$ cat src/rtl/mm_pkg.sv
// Shared constants and types for the matrix multiply block.
package mm_pkg;

  localparam int DEF_MAX_DIM   = 8;
  localparam int DEF_ELEM_BITS = 16;

  localparam int PROD_BITS = 35;
  localparam int IDX_BITS  = 3;
  localparam int DIM_BITS  = 4;
  localparam int APB_AW    = 4;
  localparam int APB_DW    = 32;

  localparam logic [1:0] REG_ROWS_A    = 2'd0;
  localparam logic [1:0] REG_INNER_DIM = 2'd1;
  localparam logic [1:0] REG_COLS_B    = 2'd2;

  typedef struct packed {
    logic clear;
    logic data_valid;
  } mac_ctl_t;

endpackage

$ cat src/rtl/matrix_multiply.sv
// Top level: element load, sequencer and result output of the matrix multiply.
//
//   channel  signals                         direction  beat
//   in       in_valid in_stall element        input      one element of A, then of B
//   out      out_valid out_stall product ...  output     one element of C, row-major
//   cfg      APB psel penable pwrite paddr    input      rows_a, inner_dim, cols_b
//
// Loading accepts one element per cycle; in_stall is low only while loading.
// Each result element is computed in the one shared MAC: k reads of the
// A and B RAMs, RAM latency, multiply, accumulate and the hand-off to the output.
// The output register holds a beat under out_stall while the next sum runs.
// Reset (synchronous) clears the load count and all valid flags.
module matrix_multiply
  import mm_pkg::*;
#(
  parameter int MAX_DIM   = DEF_MAX_DIM,
  parameter int ELEM_BITS = DEF_ELEM_BITS
) (
  input  logic                        clk,
  input  logic                        rst,
  input  logic                        psel,
  input  logic                        penable,
  input  logic                        pwrite,
  input  logic [APB_AW-1:0]           paddr,
  input  logic [APB_DW-1:0]           pwdata,
  output logic [APB_DW-1:0]           prdata,
  output logic                        pready,
  input  logic                        in_valid,
  output logic                        in_stall,
  input  logic signed [ELEM_BITS-1:0] element,
  output logic                        out_valid,
  input  logic                        out_stall,
  output logic signed [PROD_BITS-1:0] product,
  output logic [IDX_BITS-1:0]         out_row,
  output logic [IDX_BITS-1:0]         out_col,
  output logic                        last
);

  localparam int D  = MAX_DIM * MAX_DIM;
  localparam int AW = (D > 1) ? $clog2(D) : 1;
  localparam int DW = $clog2(MAX_DIM + 1);
  localparam int CW = $clog2(2 * D + 1);

  localparam logic [1:0] S_LOAD    = 2'd0;
  localparam logic [1:0] S_COMPUTE = 2'd1;
  localparam logic [1:0] S_WAIT    = 2'd2;

  logic [1:0]           state;
  logic                 cfg_wr;
  logic [DW-1:0]        m, k, n;
  logic [CW-1:0]        na, total, load_count;
  logic                 accept, in_a, load_done;
  logic [DW-1:0]        i, j, t;
  logic [AW-1:0]        row_base, b_ptr;
  logic                 issuing, v1;
  logic                 out_free, elem_take, last_elem, start;
  logic [ELEM_BITS-1:0] a_rd, b_rd;
  logic [PROD_BITS-1:0] acc;
  logic                 mac_pend;
  mac_ctl_t             mac_ctl;

  mm_cfg #(.MAX_DIM(MAX_DIM), .DW(DW)) u_cfg (
    .clk, .rst, .psel, .penable, .pwrite, .paddr, .pwdata, .prdata, .pready,
    .cfg_wr, .m, .k, .n
  );

  assign na        = CW'(m) * CW'(k);
  assign total     = na + CW'(k) * CW'(n);
  assign in_stall  = (state != S_LOAD);
  assign accept    = in_valid && !in_stall;
  assign in_a      = (load_count < na);
  assign load_done = accept && ((load_count + CW'(1)) == total);

  mm_ram #(.WIDTH(ELEM_BITS), .DEPTH(D), .AW(AW)) u_a_ram (
    .clk,
    .we    (accept && in_a),
    .waddr (AW'(load_count)),
    .wdata (element),
    .raddr (row_base + AW'(t)),
    .rdata (a_rd)
  );

  mm_ram #(.WIDTH(ELEM_BITS), .DEPTH(D), .AW(AW)) u_b_ram (
    .clk,
    .we    (accept && !in_a),
    .waddr (AW'(load_count - na)),
    .wdata (element),
    .raddr (b_ptr),
    .rdata (b_rd)
  );

  assign out_free  = !out_valid || !out_stall;
  assign elem_take = (state == S_WAIT) && out_free;
  assign last_elem = (i == DW'(m - DW'(1))) && (j == DW'(n - DW'(1)));
  assign start     = load_done || (elem_take && !last_elem);

  assign mac_ctl.clear      = start;
  assign mac_ctl.data_valid = v1;

  mm_mac #(.ELEM_BITS(ELEM_BITS)) u_mac (
    .clk, .rst,
    .ctl     (mac_ctl),
    .a       (a_rd),
    .b       (b_rd),
    .acc,
    .pending (mac_pend)
  );

  always_ff @(posedge clk) begin
    if (rst) begin
      state      <= S_LOAD;
      load_count <= '0;
      issuing    <= 1'b0;
      v1         <= 1'b0;
      out_valid  <= 1'b0;
    end else begin
      v1 <= issuing;
      if (cfg_wr) begin
        load_count <= '0;
      end else if (accept) begin
        load_count <= load_done ? '0 : load_count + CW'(1);
      end
      if (start) begin
        state   <= S_COMPUTE;
        issuing <= 1'b1;
      end else if (issuing && t == DW'(k - DW'(1))) begin
        issuing <= 1'b0;
      end
      if (state == S_COMPUTE && !issuing && !v1 && !mac_pend) begin
        state <= S_WAIT;
      end
      if (elem_take) begin
        out_valid <= 1'b1;
        if (last_elem) begin
          state <= S_LOAD;
        end
      end else if (out_valid && !out_stall) begin
        out_valid <= 1'b0;
      end
    end
  end

  always_ff @(posedge clk) begin
    if (issuing) begin
      t     <= t + DW'(1);
      b_ptr <= b_ptr + AW'(n);
    end
    if (load_done) begin
      i        <= '0;
      j        <= '0;
      t        <= '0;
      row_base <= '0;
      b_ptr    <= '0;
    end else if (elem_take && !last_elem) begin
      t <= '0;
      if (j == DW'(n - DW'(1))) begin
        j        <= '0;
        i        <= i + DW'(1);
        row_base <= row_base + AW'(k);
        b_ptr    <= '0;
      end else begin
        j     <= j + DW'(1);
        b_ptr <= AW'(j) + AW'(1);
      end
    end
    if (elem_take) begin
      product <= acc;
      out_row <= IDX_BITS'(i);
      out_col <= IDX_BITS'(j);
      last    <= last_elem;
    end
  end

endmodule

$ cat src/rtl/mm_ram.sv
// Generic single-write, single-read RAM with registered read data.
module mm_ram #(
  parameter int WIDTH = 16,
  parameter int DEPTH = 64,
  parameter int AW    = (DEPTH > 1) ? $clog2(DEPTH) : 1
) (
  input  logic             clk,
  input  logic             we,
  input  logic [AW-1:0]    waddr,
  input  logic [WIDTH-1:0] wdata,
  input  logic [AW-1:0]    raddr,
  output logic [WIDTH-1:0] rdata
);

  logic [WIDTH-1:0] mem [DEPTH];

  always_ff @(posedge clk) begin
    if (we) begin
      mem[waddr] <= wdata;
    end
    rdata <= mem[raddr];
  end

endmodule

$ cat src/rtl/mm_cfg.sv
// APB register file for the matrix sizes, with clamped dimension outputs.
module mm_cfg
  import mm_pkg::*;
#(
  parameter int MAX_DIM = DEF_MAX_DIM,
  parameter int DW      = $clog2(MAX_DIM + 1)
) (
  input  logic              clk,
  input  logic              rst,
  input  logic              psel,
  input  logic              penable,
  input  logic              pwrite,
  input  logic [APB_AW-1:0] paddr,
  input  logic [APB_DW-1:0] pwdata,
  output logic [APB_DW-1:0] prdata,
  output logic              pready,
  output logic              cfg_wr,
  output logic [DW-1:0]     m,
  output logic [DW-1:0]     k,
  output logic [DW-1:0]     n
);

  logic [DIM_BITS-1:0] rows_a;
  logic [DIM_BITS-1:0] inner_dim;
  logic [DIM_BITS-1:0] cols_b;
  logic [1:0]          idx;
  logic                wr;

  function automatic logic [DW-1:0] clamp(input logic [DIM_BITS-1:0] v);
    if (v == '0) return DW'(1);
    if (int'(v) > MAX_DIM) return DW'(MAX_DIM);
    return DW'(v);
  endfunction

  assign pready = 1'b1;
  assign idx    = paddr[3:2];
  assign wr     = psel && penable && pwrite && pready;
  assign cfg_wr = wr && (idx == REG_ROWS_A || idx == REG_INNER_DIM || idx == REG_COLS_B);

  always_ff @(posedge clk) begin
    if (rst) begin
      rows_a    <= DIM_BITS'(MAX_DIM);
      inner_dim <= DIM_BITS'(MAX_DIM);
      cols_b    <= DIM_BITS'(MAX_DIM);
    end else if (wr) begin
      case (idx)
        REG_ROWS_A:    rows_a    <= pwdata[DIM_BITS-1:0];
        REG_INNER_DIM: inner_dim <= pwdata[DIM_BITS-1:0];
        REG_COLS_B:    cols_b    <= pwdata[DIM_BITS-1:0];
        default: ;
      endcase
    end
  end

  always_comb begin
    case (idx)
      REG_ROWS_A:    prdata = APB_DW'(rows_a);
      REG_INNER_DIM: prdata = APB_DW'(inner_dim);
      REG_COLS_B:    prdata = APB_DW'(cols_b);
      default:       prdata = '0;
    endcase
  end

  assign m = clamp(rows_a);
  assign k = clamp(inner_dim);
  assign n = clamp(cols_b);

endmodule

$ cat src/rtl/mm_mac.sv
// Shared multiply-accumulate unit: registered product, then exact accumulate.
module mm_mac
  import mm_pkg::*;
#(
  parameter int ELEM_BITS = DEF_ELEM_BITS
) (
  input  logic                        clk,
  input  logic                        rst,
  input  mac_ctl_t                    ctl,
  input  logic signed [ELEM_BITS-1:0] a,
  input  logic signed [ELEM_BITS-1:0] b,
  output logic [PROD_BITS-1:0]        acc,
  output logic                        pending
);

  logic signed [2*ELEM_BITS-1:0] prod;
  logic signed [63:0]            prod_ext;

  assign prod_ext = 64'(prod);

  always_ff @(posedge clk) begin
    if (rst) begin
      pending <= 1'b0;
    end else begin
      pending <= ctl.data_valid;
    end
  end

  always_ff @(posedge clk) begin
    if (ctl.data_valid) begin
      prod <= a * b;
    end
    if (ctl.clear) begin
      acc <= '0;
    end else if (pending) begin
      acc <= acc + prod_ext[PROD_BITS-1:0];
    end
  end

endmodule
$ cat config.mk
export PLATFORM = sky130hd
export DESIGN_NAME = matrix_multiply
export DESIGN_NICKNAME = d
export VERILOG_FILES = /design/src/rtl/mm_pkg.sv /design/src/rtl/matrix_multiply.sv /design/src/rtl/mm_ram.sv /design/src/rtl/mm_cfg.sv /design/src/rtl/mm_mac.sv
export SDC_FILE = /design/constraint.sdc
export NUM_CORES = 2
export LEC_CHECK = 0
export BUFFER_PORTS_ARGS = -buffer_cell sky130_fd_sc_hd__clkbuf_2
export CORE_UTILIZATION = 60
export CTS_CLUSTER_SIZE = 20
export DETAILED_ROUTE_END_ITERATION = 7
export GPL_TIMING_DRIVEN = 0
export MAX_ROUTING_LAYER = met4
export PLACE_DENSITY = 0.76
export REMOVE_ABC_BUFFERS = 1
export SLEW_MARGIN = 20
export SYNTH_ARGS = -nofsm -noshare
export SYNTH_HDL_FRONTEND = slang
export SYNTH_SLANG_ARGS = --single-unit
$ cat constraint.sdc
create_clock -name clk -period 17.24 [get_ports clk]
set_input_delay 1.724 -clock clk [delete_from_list [all_inputs] [get_ports clk]]
set_output_delay 1.724 -clock clk [all_outputs]
set_load 0.005 [all_outputs]
==> reports/metrics.yaml <==
drive_gt1_frac: 0.249
timing.critical_path.from_type: "register"
h-tree-depth: 4
clock_tree.root_cell: "sky130_fd_sc_hd__clkbuf_16"
final_cell_mix: "sky130_fd_sc_hd__edfxtp_1 (2122), sky130_fd_sc_hd__mux4_2 (669), sky130_fd_sc_hd__inv_1 (342)"
syn_to_final_growth_pct: 13.0
max-cap-violations: 0
detailed_place_hpwl_um: 144000
routedLengthMet1_um: 90400
top_level_ports: 136
layout.nets: 5919
die_width_um: 406
total_congestion_overflow_after_global_routing: 0
grt_max_degree: 121
max_slew_margin: 0.164
placed_cell_area_mm2: 0.104
postSynthRegisterBits: 2239
clock_pin_slew_worst_setup_and_hold_paths_ns: 0.07
worstSkewPairLatency_ns: 0.88
start_util: 0.604
unrepaired_setup_endpoints_after_global_routing: "no"
cts_inserted_buffers: 213
endpoint_type_of_the_worst_setup_path: "register"
core_area_mm2: 0.163
post_synth_instance_area_mm2: 0.0982
timing.final.max_slew_violations: 0
initial_antenna_violation_count: 14
die_height_um: 406
timing_worst_slew_pin_value_ns: 1.25
layout_worst_path_cycle_share: 0.425
die_area_mm2: 0.165
drc: 4
synthesis.area_per_instance_um2: 19.0
firstDrtPassIters: 8
wl_per_cell_um: 31.1
met2_wirelength_um: 117000
sink_count_of_the_clock_tree: 2239
finalInstanceArea_mm2: 0.111
holdCritPathClass: "reg2reg"
critical_path.max_fanout: 9
post-route-util: 0.682
yosys_warnings: 0
dr_wl_met3_um: 25600
grt_pass1_vias: 51500
post_cts_hold_buffer_count: 0
final_number_of_setup_violating_endpoints: 0
synth_cell_types: 72
layout.cells.most_common: "sky130_fd_sc_hd__edfxtp_1"
synth_top_flop_cell: "sky130_fd_sc_hd__edfxtp_1"
cp_data_required_time_ns: 17.82
avgViaCountPerCell: 6.55
crit_type: "reg2reg"
report.final.hold_viol_count: 0
cp.arrival_ns: 7.91
layout_setup_ws_ns: 9.91
failed_checks: "design-rule violations"
grt_pass1_wl_um: 353000
synth_sequential_area_ratio: 0.673
syn-instance-count: 5165
routabilityCongestion: 0.870
drt_iter0_markers: 6578
postCtsResizedCells: 0
fmaxAchievable_mhz: 136
detail_route.wirelength_um: 242000
synth_edf_count: 2122
min_period_ns: 7.33
top_layer: "met4"
status: "finished, violations left"
cts_tree: "done"
dp_worst_setup_slack_ns: 9.82
place_inst: 7370
row_count: 148
layout.cells.non_filler: 7773
clock_tree.buffer_depth: 3
detailroute.via_count: 50900
grt.total_usage: 0.309
fin_skew_ns: 0.0367
cts.repair_timing.setup_buffer_count: 0
detail-route-antenna-nets: 0
async_flop_share: 0
port-buffer-count: 76
## critical path: stages, from the launching register on
cell and delay [ns]:
sky130_fd_sc_hd__dfxtp_1 0.42, sky130_fd_sc_hd__inv_1 0.27, sky130_fd_sc_hd__nand2_1 0.25, sky130_fd_sc_hd__inv_1 0.22
sky130_fd_sc_hd__nand2_1 0.10, sky130_fd_sc_hd__fa_1 0.51, sky130_fd_sc_hd__fa_1 0.50, sky130_fd_sc_hd__inv_1 0.07
sky130_fd_sc_hd__ha_1 0.28, sky130_fd_sc_hd__a21o_1 0.16, sky130_fd_sc_hd__a21oi_1 0.28, sky130_fd_sc_hd__xnor2_1 0.25
sky130_fd_sc_hd__inv_1 0.10, sky130_fd_sc_hd__ha_1 0.35, sky130_fd_sc_hd__a21o_1 0.19, sky130_fd_sc_hd__a21o_1 0.20
sky130_fd_sc_hd__a211oi_2 0.66, sky130_fd_sc_hd__nor2b_1 0.38, sky130_fd_sc_hd__nand2_1 0.72, sky130_fd_sc_hd__nor2_2 0.87
sky130_fd_sc_hd__buf_8 0.24
## final timing paths
kind / from / end / slack (ns) / cells past startpoint
worst max register to register: u_cfg.inner_dim[3]$_SDFFE_PP1P_ / u_a_ram.mem[59][2]$_DFFE_PP_ / 9.91 / 20
worst max-delay path: u_cfg.inner_dim[3]$_SDFFE_PP1P_ / u_a_ram.mem[59][2]$_DFFE_PP_ / 9.91 / 20
worst min register to register: u_mac.acc[34]$_SDFFE_PP0P_ / product[34]$_DFFE_PP_ / 0.46 / 0
worst min-delay path: u_mac.acc[34]$_SDFFE_PP0P_ / product[34]$_DFFE_PP_ / 0.46 / 0
## synth_stat cells (all sizes together) (88+ instances only)
library cell | n | area, um2
and2 | 112 | 701
buf | 98 | 567
clkbuf | 145 | 544
dfxtp | 117 | 2340
edfxtp | 2122 | 63700
fa | 280 | 5610
ha | 170 | 2130
inv | 343 | 1290
mux4 | 669 | 15100
nand2 | 230 | 863
nor2 | 271 | 1030
xnor2 | 88 | 771
## cell type report
type                       instances  area [um2]
sequential                      2239       66100
fill                            9756       51700
multi-input combinational       2366       30300
clock buffer                     264        5600
timing repair buffer             246        3410
tap                             2175        2720
clock inverter                   132        1450
inverter                         344        1290
antenna                            7        17.5
## through the flow
stage | hold slack [ns] | TNS, ns
final | 0.455 | 0
after global routing | 0.468 | 0
after floorplan | 0.429 | 0
after detailed placement | 0.438 | 0
after global placement | 0.454 | -0.00880
after CTS | 0.454 | 0
## state kept, by name, summed over array words and instances (netlist names), 6 cells and up
register and cells:
u_a_ram.mem 1024, u_b_ram.mem 1024, product 35, u_mac.acc 35
u_mac.prod 32, u_a_ram.rdata 16, u_b_ram.rdata 16, load_count 8
b_ptr 6, row_base 6
## cells by family (layout without fill, tap and decap cells)
| logic type | Yosys count | after routing | synth area share |
|---|---|---|---|
| other cells | 2 | 36 | 0.0000765 |
| flops | 2239 | 2239 | 0.673 |
| mux | 711 | 711 | 0.158 |
| buf+inv | 587 | 986 | 0.0245 |
| fa+ha+maj | 450 | 450 | 0.0788 |
| xor+xnor | 120 | 120 | 0.0107 |
| compound gates | 283 | 283 | 0.0187 |
| simple gates | 773 | 773 | 0.0363 |
## per-layer routing
layer | global-route usage | vias up
met2 | 0.473 | 3335
met1 | 0.413 | 26500
met3 | 0.0690 | 531
met5 | - | -
met4 | 0.112 | 0
li1 | - | 20600
Power is not shown: default switching activity piles up to over one toggle a cycle in this logic, so the estimate is an artifact.
